===== src/rtl/cfbt_pkg.sv =====
// ----------------------------------------------------------------------------
// cfbt_pkg: shared types and constants of the config file byte tokenizer
// Payload structs of both channels, the record passed between the scanner
// and the output stage, result event codes and the fixed byte codes.
// ----------------------------------------------------------------------------
package cfbt_pkg;

    // Fixed byte codes
    localparam logic [7:0] CH_LF     = 8'h0A;
    localparam logic [7:0] CH_CR     = 8'h0D;
    localparam logic [7:0] CH_SPACE  = 8'h20;
    localparam logic [7:0] CH_QUOTE  = 8'h22;
    localparam logic [7:0] CH_HASH   = 8'h23;
    localparam logic [7:0] CH_COMMA  = 8'h2C;
    localparam logic [7:0] CH_BSLASH = 8'h5C;

    // Result event codes
    localparam logic [1:0] EV_BYTE       = 2'd0;
    localparam logic [1:0] EV_TOKEN_END  = 2'd1;
    localparam logic [1:0] EV_MISS_QUOTE = 2'd2;
    localparam logic [1:0] EV_STREAM_END = 2'd3;

    localparam logic [31:0] LINE_MAX = 32'hFFFF_FFFF;

    typedef struct packed {
        logic [7:0] in_byte;
        logic       end_of_input;
        logic       escapes_on;
    } in_item_t;

    typedef struct packed {
        logic [7:0]  out_byte;
        logic [1:0]  event_res;
        logic        is_quoted;
        logic        first_of_token;
        logic [31:0] line_number;
    } out_item_t;

    // Results of one input byte: one or two of them
    typedef struct packed {
        logic      two;
        out_item_t res0;
        out_item_t res1;
    } step_rec_t;

endpackage


===== src/rtl/config_file_byte_tokenizer_top.sv =====
// ----------------------------------------------------------------------------
// config_file_byte_tokenizer_top: byte tokenizer for configuration text
// One byte is accepted per cycle whenever the record queue has room; each
// byte yields zero, one or two results, and results leave one per cycle
// while m_ready is high. A byte that yields two results (token end or
// missing quote plus stream end, or an escaped byte in a string) sends
// both through the output one after the other, so the queue of
// QUEUE_DEPTH step records absorbs the difference and input stalls only
// when it fills. The queue is written at the input transfer edge and the
// output register loads from it once the output is free and no held
// result or older record is ahead. The comment byte register resets to '#'
// and is written with cfg_wr_en, taking effect on the next accepted byte.
// ----------------------------------------------------------------------------
module config_file_byte_tokenizer_top #(
    parameter int QUEUE_DEPTH = 4
) (
    input  logic                aclk,
    input  logic                aresetn,
    input  logic                cfg_wr_en,
    input  logic [7:0]          cfg_wr_data,
    input  logic                s_valid,
    output logic                s_ready,
    input  cfbt_pkg::in_item_t  s_data,
    output logic                m_valid,
    input  logic                m_ready,
    output cfbt_pkg::out_item_t m_data
);
    import cfbt_pkg::*;

    logic      accept;
    logic      push;
    step_rec_t push_rec;
    step_rec_t pop_rec;
    logic      pop;
    logic      full;
    logic      empty;

    assign s_ready = !full;
    assign accept  = s_valid && s_ready;

    cfbt_front u_front (
        .aclk        (aclk),
        .aresetn     (aresetn),
        .cfg_wr_en   (cfg_wr_en),
        .cfg_wr_data (cfg_wr_data),
        .accept      (accept),
        .item        (s_data),
        .push        (push),
        .rec         (push_rec)
    );

    cfbt_queue #(
        .DEPTH (QUEUE_DEPTH)
    ) u_queue (
        .aclk     (aclk),
        .aresetn  (aresetn),
        .push     (push),
        .push_rec (push_rec),
        .pop      (pop),
        .pop_rec  (pop_rec),
        .full     (full),
        .empty    (empty)
    );

    cfbt_back u_back (
        .aclk    (aclk),
        .aresetn (aresetn),
        .rec     (pop_rec),
        .empty   (empty),
        .pop     (pop),
        .m_valid (m_valid),
        .m_ready (m_ready),
        .m_data  (m_data)
    );

endmodule


===== src/rtl/cfbt_front.sv =====
// ----------------------------------------------------------------------------
// cfbt_front: byte scanner
// Holds the scan state, classifies each accepted byte and builds the record
// of results that the byte causes. Records go to the queue.
// ----------------------------------------------------------------------------
module cfbt_front (
    input  logic                aclk,
    input  logic                aresetn,
    input  logic                cfg_wr_en,
    input  logic [7:0]          cfg_wr_data,
    input  logic                accept,
    input  cfbt_pkg::in_item_t  item,
    output logic                push,
    output cfbt_pkg::step_rec_t rec
);
    import cfbt_pkg::*;

    typedef enum logic [2:0] {
        MODE_IDLE       = 3'd0,
        MODE_BARE       = 3'd1,
        MODE_BARE_ESC   = 3'd2,
        MODE_QUOTED     = 3'd3,
        MODE_QUOTED_ESC = 3'd4,
        MODE_COMMENT    = 3'd5,
        MODE_AFTER_CR   = 3'd6
    } mode_t;

    mode_t       mode_reg, mode_next;
    logic        esc_reg, esc_next;
    logic        first_reg, first_next;
    logic [31:0] line_reg, line_next;
    logic [7:0]  comment_reg;

    logic [7:0]  c;
    logic        inc;
    logic [1:0]  nres;
    out_item_t   r0, r1;

    function automatic out_item_t make_res(input logic [7:0] b, input logic [1:0] ev,
                                           input logic q, input logic f);
        out_item_t r;
        r.out_byte       = b;
        r.event_res      = ev;
        r.is_quoted      = q;
        r.first_of_token = f;
        r.line_number    = '0;
        return r;
    endfunction

    assign c = item.in_byte;

    // Next scan state and results of the offered byte
    always_comb begin
        mode_next  = mode_reg;
        esc_next   = esc_reg;
        first_next = first_reg;
        inc        = 1'b0;
        nres       = 2'd0;
        r0         = make_res(8'd0, EV_STREAM_END, 1'b0, 1'b0);
        r1         = make_res(8'd0, EV_STREAM_END, 1'b0, 1'b0);
        if (item.end_of_input) begin
            case (mode_reg)
                MODE_BARE, MODE_BARE_ESC: begin
                    r0   = make_res(8'd0, EV_TOKEN_END, 1'b0, 1'b0);
                    nres = 2'd2;
                end
                MODE_QUOTED, MODE_QUOTED_ESC: begin
                    r0   = make_res(8'd0, EV_MISS_QUOTE, 1'b1, 1'b0);
                    nres = 2'd2;
                end
                MODE_COMMENT: begin
                    inc  = 1'b1;
                    nres = 2'd1;
                end
                default: begin
                    nres = 2'd1;
                end
            endcase
            mode_next  = MODE_IDLE;
            esc_next   = 1'b0;
            first_next = 1'b0;
        end else begin
            case (mode_reg)
                MODE_BARE: begin
                    if (c > CH_SPACE && c != CH_COMMA) begin
                        if (esc_reg && c == CH_BSLASH) begin
                            mode_next = MODE_BARE_ESC;
                        end else begin
                            r0         = make_res(c, EV_BYTE, 1'b0, first_reg);
                            nres       = 2'd1;
                            first_next = 1'b0;
                        end
                    end else begin
                        r0         = make_res(8'd0, EV_TOKEN_END, 1'b0, 1'b0);
                        nres       = 2'd1;
                        first_next = 1'b0;
                        if (c == CH_CR) begin
                            mode_next = MODE_AFTER_CR;
                        end else begin
                            inc       = (c == CH_LF);
                            mode_next = MODE_IDLE;
                        end
                    end
                end
                MODE_BARE_ESC: begin
                    r0         = make_res(c, EV_BYTE, 1'b0, first_reg);
                    nres       = 2'd1;
                    first_next = 1'b0;
                    mode_next  = MODE_BARE;
                end
                MODE_QUOTED: begin
                    if (c == CH_CR) begin
                        mode_next = MODE_QUOTED;
                    end else if (c == CH_QUOTE) begin
                        r0         = make_res(8'd0, EV_TOKEN_END, 1'b1, 1'b0);
                        nres       = 2'd1;
                        first_next = 1'b0;
                        mode_next  = MODE_IDLE;
                    end else if (c == CH_LF) begin
                        r0         = make_res(8'd0, EV_MISS_QUOTE, 1'b1, 1'b0);
                        nres       = 2'd1;
                        first_next = 1'b0;
                        inc        = 1'b1;
                        mode_next  = MODE_IDLE;
                    end else if (esc_reg && c == CH_BSLASH) begin
                        mode_next = MODE_QUOTED_ESC;
                    end else begin
                        r0         = make_res(c, EV_BYTE, 1'b1, first_reg);
                        nres       = 2'd1;
                        first_next = 1'b0;
                    end
                end
                MODE_QUOTED_ESC: begin
                    mode_next  = MODE_QUOTED;
                    first_next = 1'b0;
                    if (c == CH_QUOTE || c == CH_BSLASH) begin
                        r0   = make_res(c, EV_BYTE, 1'b1, first_reg);
                        nres = 2'd1;
                    end else if (c == CH_LF) begin
                        // backslash kept, newline closes with a missing quote
                        r0        = make_res(CH_BSLASH, EV_BYTE, 1'b1, first_reg);
                        r1        = make_res(8'd0, EV_MISS_QUOTE, 1'b1, 1'b0);
                        nres      = 2'd2;
                        inc       = 1'b1;
                        mode_next = MODE_IDLE;
                    end else begin
                        r0   = make_res(CH_BSLASH, EV_BYTE, 1'b1, first_reg);
                        r1   = make_res(c, EV_BYTE, 1'b1, 1'b0);
                        nres = 2'd2;
                    end
                end
                MODE_COMMENT: begin
                    if (c == CH_LF) begin
                        inc       = 1'b1;
                        mode_next = MODE_IDLE;
                    end
                end
                MODE_AFTER_CR: begin
                    inc       = (c == CH_LF);
                    mode_next = MODE_IDLE;
                end
                default: begin
                    // between tokens; the unused code acts the same
                    if (c == comment_reg) begin
                        mode_next = MODE_COMMENT;
                    end else if (c == CH_QUOTE) begin
                        esc_next   = item.escapes_on;
                        first_next = 1'b1;
                        mode_next  = MODE_QUOTED;
                    end else if (c == CH_COMMA) begin
                        mode_next = MODE_IDLE;
                    end else if (c > CH_SPACE) begin
                        esc_next = item.escapes_on;
                        if (item.escapes_on && c == CH_BSLASH) begin
                            first_next = 1'b1;
                            mode_next  = MODE_BARE_ESC;
                        end else begin
                            r0         = make_res(c, EV_BYTE, 1'b0, 1'b1);
                            nres       = 2'd1;
                            first_next = 1'b0;
                            mode_next  = MODE_BARE;
                        end
                    end else if (c == CH_CR) begin
                        mode_next = MODE_AFTER_CR;
                    end else begin
                        inc       = (c == CH_LF);
                        mode_next = MODE_IDLE;
                    end
                end
            endcase
        end
    end

    // Saturating line count
    assign line_next = (inc && line_reg != LINE_MAX) ? line_reg + 32'd1 : line_reg;

    // Record toward the queue
    always_comb begin
        rec                  = '0;
        rec.two              = (nres == 2'd2);
        rec.res0             = r0;
        rec.res1             = r1;
        rec.res0.line_number = line_next;
        rec.res1.line_number = line_next;
    end

    assign push = accept && (nres != 2'd0);

    // Hold scan state and the comment byte register
    always_ff @(posedge aclk) begin
        if (!aresetn) begin
            mode_reg    <= MODE_IDLE;
            esc_reg     <= 1'b0;
            first_reg   <= 1'b0;
            line_reg    <= '0;
            comment_reg <= CH_HASH;
        end else begin
            if (accept) begin
                mode_reg  <= mode_next;
                esc_reg   <= esc_next;
                first_reg <= first_next;
                line_reg  <= line_next;
            end
            if (cfg_wr_en) begin
                comment_reg <= cfg_wr_data;
            end
        end
    end

endmodule


===== src/rtl/cfbt_queue.sv =====
// ----------------------------------------------------------------------------
// cfbt_queue: short queue of step records
// Decouples the scanner from the output stage so each side stalls on its own.
// ----------------------------------------------------------------------------
module cfbt_queue #(
    parameter int DEPTH = 4
) (
    input  logic                aclk,
    input  logic                aresetn,
    input  logic                push,
    input  cfbt_pkg::step_rec_t push_rec,
    input  logic                pop,
    output cfbt_pkg::step_rec_t pop_rec,
    output logic                full,
    output logic                empty
);
    import cfbt_pkg::*;

    localparam int PTR_W = (DEPTH > 1) ? $clog2(DEPTH) : 1;
    localparam int CNT_W = $clog2(DEPTH + 1);
    localparam logic [PTR_W-1:0] PTR_LAST = PTR_W'(DEPTH - 1);
    localparam logic [CNT_W-1:0] CNT_FULL = CNT_W'(DEPTH);

    step_rec_t          mem_reg [DEPTH];
    logic [PTR_W-1:0]   wr_ptr_reg, wr_ptr_next;
    logic [PTR_W-1:0]   rd_ptr_reg, rd_ptr_next;
    logic [CNT_W-1:0]   count_reg, count_next;
    logic               do_push, do_pop;

    assign full    = (count_reg == CNT_FULL);
    assign empty   = (count_reg == '0);
    assign do_push = push && !full;
    assign do_pop  = pop && !empty;
    assign pop_rec = mem_reg[rd_ptr_reg];

    // Advance pointers with wrap at the depth
    always_comb begin
        wr_ptr_next = wr_ptr_reg;
        rd_ptr_next = rd_ptr_reg;
        count_next  = count_reg;
        if (do_push) begin
            wr_ptr_next = (wr_ptr_reg == PTR_LAST) ? '0 : wr_ptr_reg + PTR_W'(1);
        end
        if (do_pop) begin
            rd_ptr_next = (rd_ptr_reg == PTR_LAST) ? '0 : rd_ptr_reg + PTR_W'(1);
        end
        if (do_push && !do_pop) begin
            count_next = count_reg + CNT_W'(1);
        end else if (!do_push && do_pop) begin
            count_next = count_reg - CNT_W'(1);
        end
    end

    always_ff @(posedge aclk) begin
        if (!aresetn) begin
            wr_ptr_reg <= '0;
            rd_ptr_reg <= '0;
            count_reg  <= '0;
        end else begin
            wr_ptr_reg <= wr_ptr_next;
            rd_ptr_reg <= rd_ptr_next;
            count_reg  <= count_next;
        end
    end

    // Store records
    always_ff @(posedge aclk) begin
        if (do_push) begin
            mem_reg[wr_ptr_reg] <= push_rec;
        end
    end

endmodule


===== src/rtl/cfbt_back.sv =====
// ----------------------------------------------------------------------------
// cfbt_back: output stage
// Takes step records from the queue and sends their results one per
// transfer from a registered output, holding a second result aside.
// ----------------------------------------------------------------------------
module cfbt_back (
    input  logic                aclk,
    input  logic                aresetn,
    input  cfbt_pkg::step_rec_t rec,
    input  logic                empty,
    output logic                pop,
    output logic                m_valid,
    input  logic                m_ready,
    output cfbt_pkg::out_item_t m_data
);
    import cfbt_pkg::*;

    logic      out_valid_reg;
    out_item_t out_reg;
    logic      second_valid_reg;
    out_item_t second_reg;
    logic      load_ok;

    assign load_ok = !out_valid_reg || m_ready;
    assign pop     = load_ok && !second_valid_reg && !empty;
    assign m_valid = out_valid_reg;
    assign m_data  = out_reg;

    // Drain the held result first, then the queue
    always_ff @(posedge aclk) begin
        if (!aresetn) begin
            out_valid_reg    <= 1'b0;
            second_valid_reg <= 1'b0;
        end else if (load_ok) begin
            if (second_valid_reg) begin
                out_valid_reg    <= 1'b1;
                second_valid_reg <= 1'b0;
            end else if (!empty) begin
                out_valid_reg    <= 1'b1;
                second_valid_reg <= rec.two;
            end else begin
                out_valid_reg <= 1'b0;
            end
        end
    end

    always_ff @(posedge aclk) begin
        if (load_ok) begin
            if (second_valid_reg) begin
                out_reg <= second_reg;
            end else if (!empty) begin
                out_reg    <= rec.res0;
                second_reg <= rec.res1;
            end
        end
    end

endmodule


===== config.mk =====
export PLATFORM = sky130hd
export DESIGN_NAME = config_file_byte_tokenizer_top
export DESIGN_NICKNAME = d
export VERILOG_FILES = /design/src/rtl/cfbt_pkg.sv /design/src/rtl/config_file_byte_tokenizer_top.sv /design/src/rtl/cfbt_front.sv /design/src/rtl/cfbt_queue.sv /design/src/rtl/cfbt_back.sv
export SDC_FILE = /design/constraint.sdc
export NUM_CORES = 1
export LEC_CHECK = 0
export BUFFER_PORTS_ARGS = -buffer_cell sky130_fd_sc_hd__buf_2
export CORE_MARGIN = 1
export CORE_UTILIZATION = 50
export DETAILED_ROUTE_END_ITERATION = 6
export PLACE_DENSITY = 0.67
export SETUP_SLACK_MARGIN = 0.05
export SLEW_MARGIN = 5
export SYNTH_ARGS = -nofsm -noshare
export SYNTH_HDL_FRONTEND = slang
export SYNTH_SLANG_ARGS = --single-unit

===== constraint.sdc =====
create_clock -name aclk -period 8.3 [get_ports aclk]
set_input_delay 0 -clock aclk [delete_from_list [all_inputs] [get_ports aclk]]
set_output_delay 0 -clock aclk [all_outputs]
set_load 0.005 [all_outputs]

==> summary.txt <==
Peak supply drop - 178.1 uV
crit path max fanout - 42
setup bufs post-CTS - 0
clk slew on worst S/H paths - 0.06 ns
Top Ports - 69
crit path kind - reg -> reg
Tcrit/Tclk final - 0.4360
Reg2Reg Setup Slack - 4.68 ns
power density cells - 313.8 nW/um^2
gr usage total - 0.2019
Mapped Area - 15620 um^2
Inserted Diodes - 0
outcome - completed
leakage - 5.976 nW
Port Buf Inserts - 68
global-route wire length before repair - 48780 um
die width - 178.8 um
Reg2Reg Depth - 7
wire per inst - 20.59 um
Main synth FF type - edfxtp_1
Tmin final - 3.618 ns
RePlAce Congestion - 0.9257
core area - 30670 um^2
Final setup viols - 0
Final Max Slew Viols - 0
initial antenna violation count - 0
clock root cell - clkbuf_16
overall routed net length - 31130 um
post-route ant nets - 0
cts hold-fix bufs - 19
R2R Path Start - u_queue.count_reg[0]
filler cell count - 2402
initial drt markers - 743
clk_lat worst skew - 0.52 ns
H-tree depth - 2
Clock Skews - 0.01465 ns
syn nets - 1040
area of the multi-input gates - 4868 um^2
top achievable clock speed - 0.2764 GHz
TritonCTS Buffers - 37
end-of-flow core utilization - 0.5802
Residual DRC - 0
fraction of registers with async set/reset - 0
Hold Vio Cnt, Final - 0
instance count of the mapped netlist - 1009
post-cts resize count - 0
Critical Path, Cell by Cell - nor2_1, nand2_1, and2_1, o31ai_1, o21bai_1, and2_2, buf_4
Die Height - 178.8 um
YS warnings - 0
Startpoint Class - register
CTS Sinks - 367
Crit. End Element - register
grt total ovfl - 0
WHS Endpoint - u_queue.mem_reg[2][38]
Setup TNS - 0 ns
hpwl dp - 19460 um
drt first pass iters - 5
largest net degree at the start of global routing - 57
post-synth cell types - 68
CP max-delay cell - and2_1
vias in the first global route - 8479
CTS tree - done
Reg-to-Reg End - u_queue.mem_reg[0][48]
Max-cap violations - 0
Post-synth EDFFs - 311
Bufs on Longest Clock Path - 3
HP Class - in -> reg
WHS Path Cells - 2
crit-path leading delay family - simple AND/OR/NAND/NOR gates
Nets - 1119
Vias - 8808
routed vias/inst - 5.825
starting density of the core - 0.5094
Reg area - 10470 um^2
Final Power - 5.585 mW
Yosys reg bits - 367
RSZ-0062 raised after global routing - false
slowest stage delay, CP - 0.77 ns
Hold Startpoint - s_data[4]
die area - 31960 um^2
register area share after synthesis - 0.6695
layout cells sized above 1 - 0.2357
Rows - 64
WP buf/inv - 1
max reg flops - 224
Area Growth Syn to Fin - 13.90%
Max-slew headroom - 0.3642
Arr. time, crit path - 3.76 ns
Syn Area/Cell - 15.48 um^2
slew at the pin with the worst max-slew slack - 0.9538 ns
CP required - 8.44 ns
[logic make-up after synthesis]
group,synth area share
AOI/OAI and AO/OA,0.04052
adders and majority gates,0.006887
and+or+nand+nor,0.1059
xor gates and xnor gates,0.02515
DFF,0.6695
muxes,0.1317
buffers and inverters,0.02034
[layout by cell type, fill, tap and decap left out, drive strengths merged, types with 4 or more instances in the layout]
master,instances
a21oi,32
a22oi,4
and2,21
and3,21
and4,22
buf,82
bufinv,8
clkbuf,40
clkinv,13
clkinvlp,5
dfxtp,56
dlygate4sd3,19
edfxtp,311
ha,7
inv,10
mux2,44
mux2i,30
mux4,56
nand2,55
nand2b,21
nand3,36
nand4,21
nor2,44
nor2b,4
nor3,16
nor4,6
o211ai,5
o21a,4
o21ai,16
o22ai,4
o31ai,9
or3,9
or4,8
xnor2,23
xor2,21
[worst max-delay path by stage]
| stage | depth (start not counted) | slack [ns] | to | startpoint |
|---|---|---|---|---|
| after global placement | 7 | 4.81 | u_queue.mem_reg[0][63] | u_queue.count_reg[0] |
| after global routing | 7 | 4.35 | u_queue.mem_reg[0][56] | u_queue.count_reg[0] |
| final | 7 | 4.68 | u_queue.mem_reg[0][48] | u_queue.count_reg[0] |
| after detailed placement | 7 | 4.67 | u_queue.mem_reg[0][64] | u_queue.count_reg[0] |
| after CTS | 7 | 4.66 | u_queue.mem_reg[0][61] | u_queue.count_reg[0] |
| after floorplan | 9 | 3.10 | u_queue.count_reg[2] | u_back.m_valid |
[metal layers]
layer  track usage  up-vias  routed length [um]  share of wire
met5             0        -                   0              0
met4       0.05968        0                 753          0.024
met1        0.2992     4410               14440           0.46
li1              -     4100                   -              -
met2        0.3106      249               14180           0.46
met3       0.02926       49                1751          0.056
[area by class of cell]
type,instances,area share
sequential,367,0.5881
multi-input combinational,572,0.2736
clock buffer,40,0.05266
timing repair buffer,101,0.03572
tap,396,0.02784
clock inverter,27,0.02018
inverter,9,0.001898
[through the flow]
step,cell area [um^2],hold slack [ns],instances,setup WS [ns]
CTS,17800,0.002744,1512,4.663
global route,17800,0.02625,1512,4.349
detailed placement,16310,0.2462,1426,4.672
finish,17800,0.01334,1512,4.682
floorplan,15620,0.1289,1009,3.101
global placement,16310,0.2391,1426,4.805
[synthesized netlist by cell type (5+ instances only)]
cell	count	area share
xor2_1	21	0.012
nand3_1	36	0.012
nor2_1	44	0.011
and4_1	22	0.012
buf_2	16	0.0051
mux4_2	56	0.081
or4_1	7	0.0034
mux2i_1	30	0.019
nand4_1	20	0.0080
nand2_1	55	0.013
xnor2_1	22	0.012
mux2_2	44	0.032
nor3_1	15	0.0048
o21ai_0	14	0.0045
or3_1	9	0.0036
nand2b_1	21	0.0084
inv_1	8	0.0019
a21oi_1	32	0.010
dfxtp_1	56	0.072
edfxtp_1	311	0.60
and3_1	21	0.0084
ha_1	7	0.0056
clkbuf_1	32	0.0077
buf_1	7	0.0017
and2_1	21	0.0084
o31ai_1	9	0.0043
o211ai_1	5	0.0024
[where the power goes]
part	switching [mW]	total (mW)	internal (mW)
combinational	0.615	1.12	0.505
sequential	0.142	2.71	2.57
clock	0.681	1.75	1.07
Power figures use the tool's default switching activity.
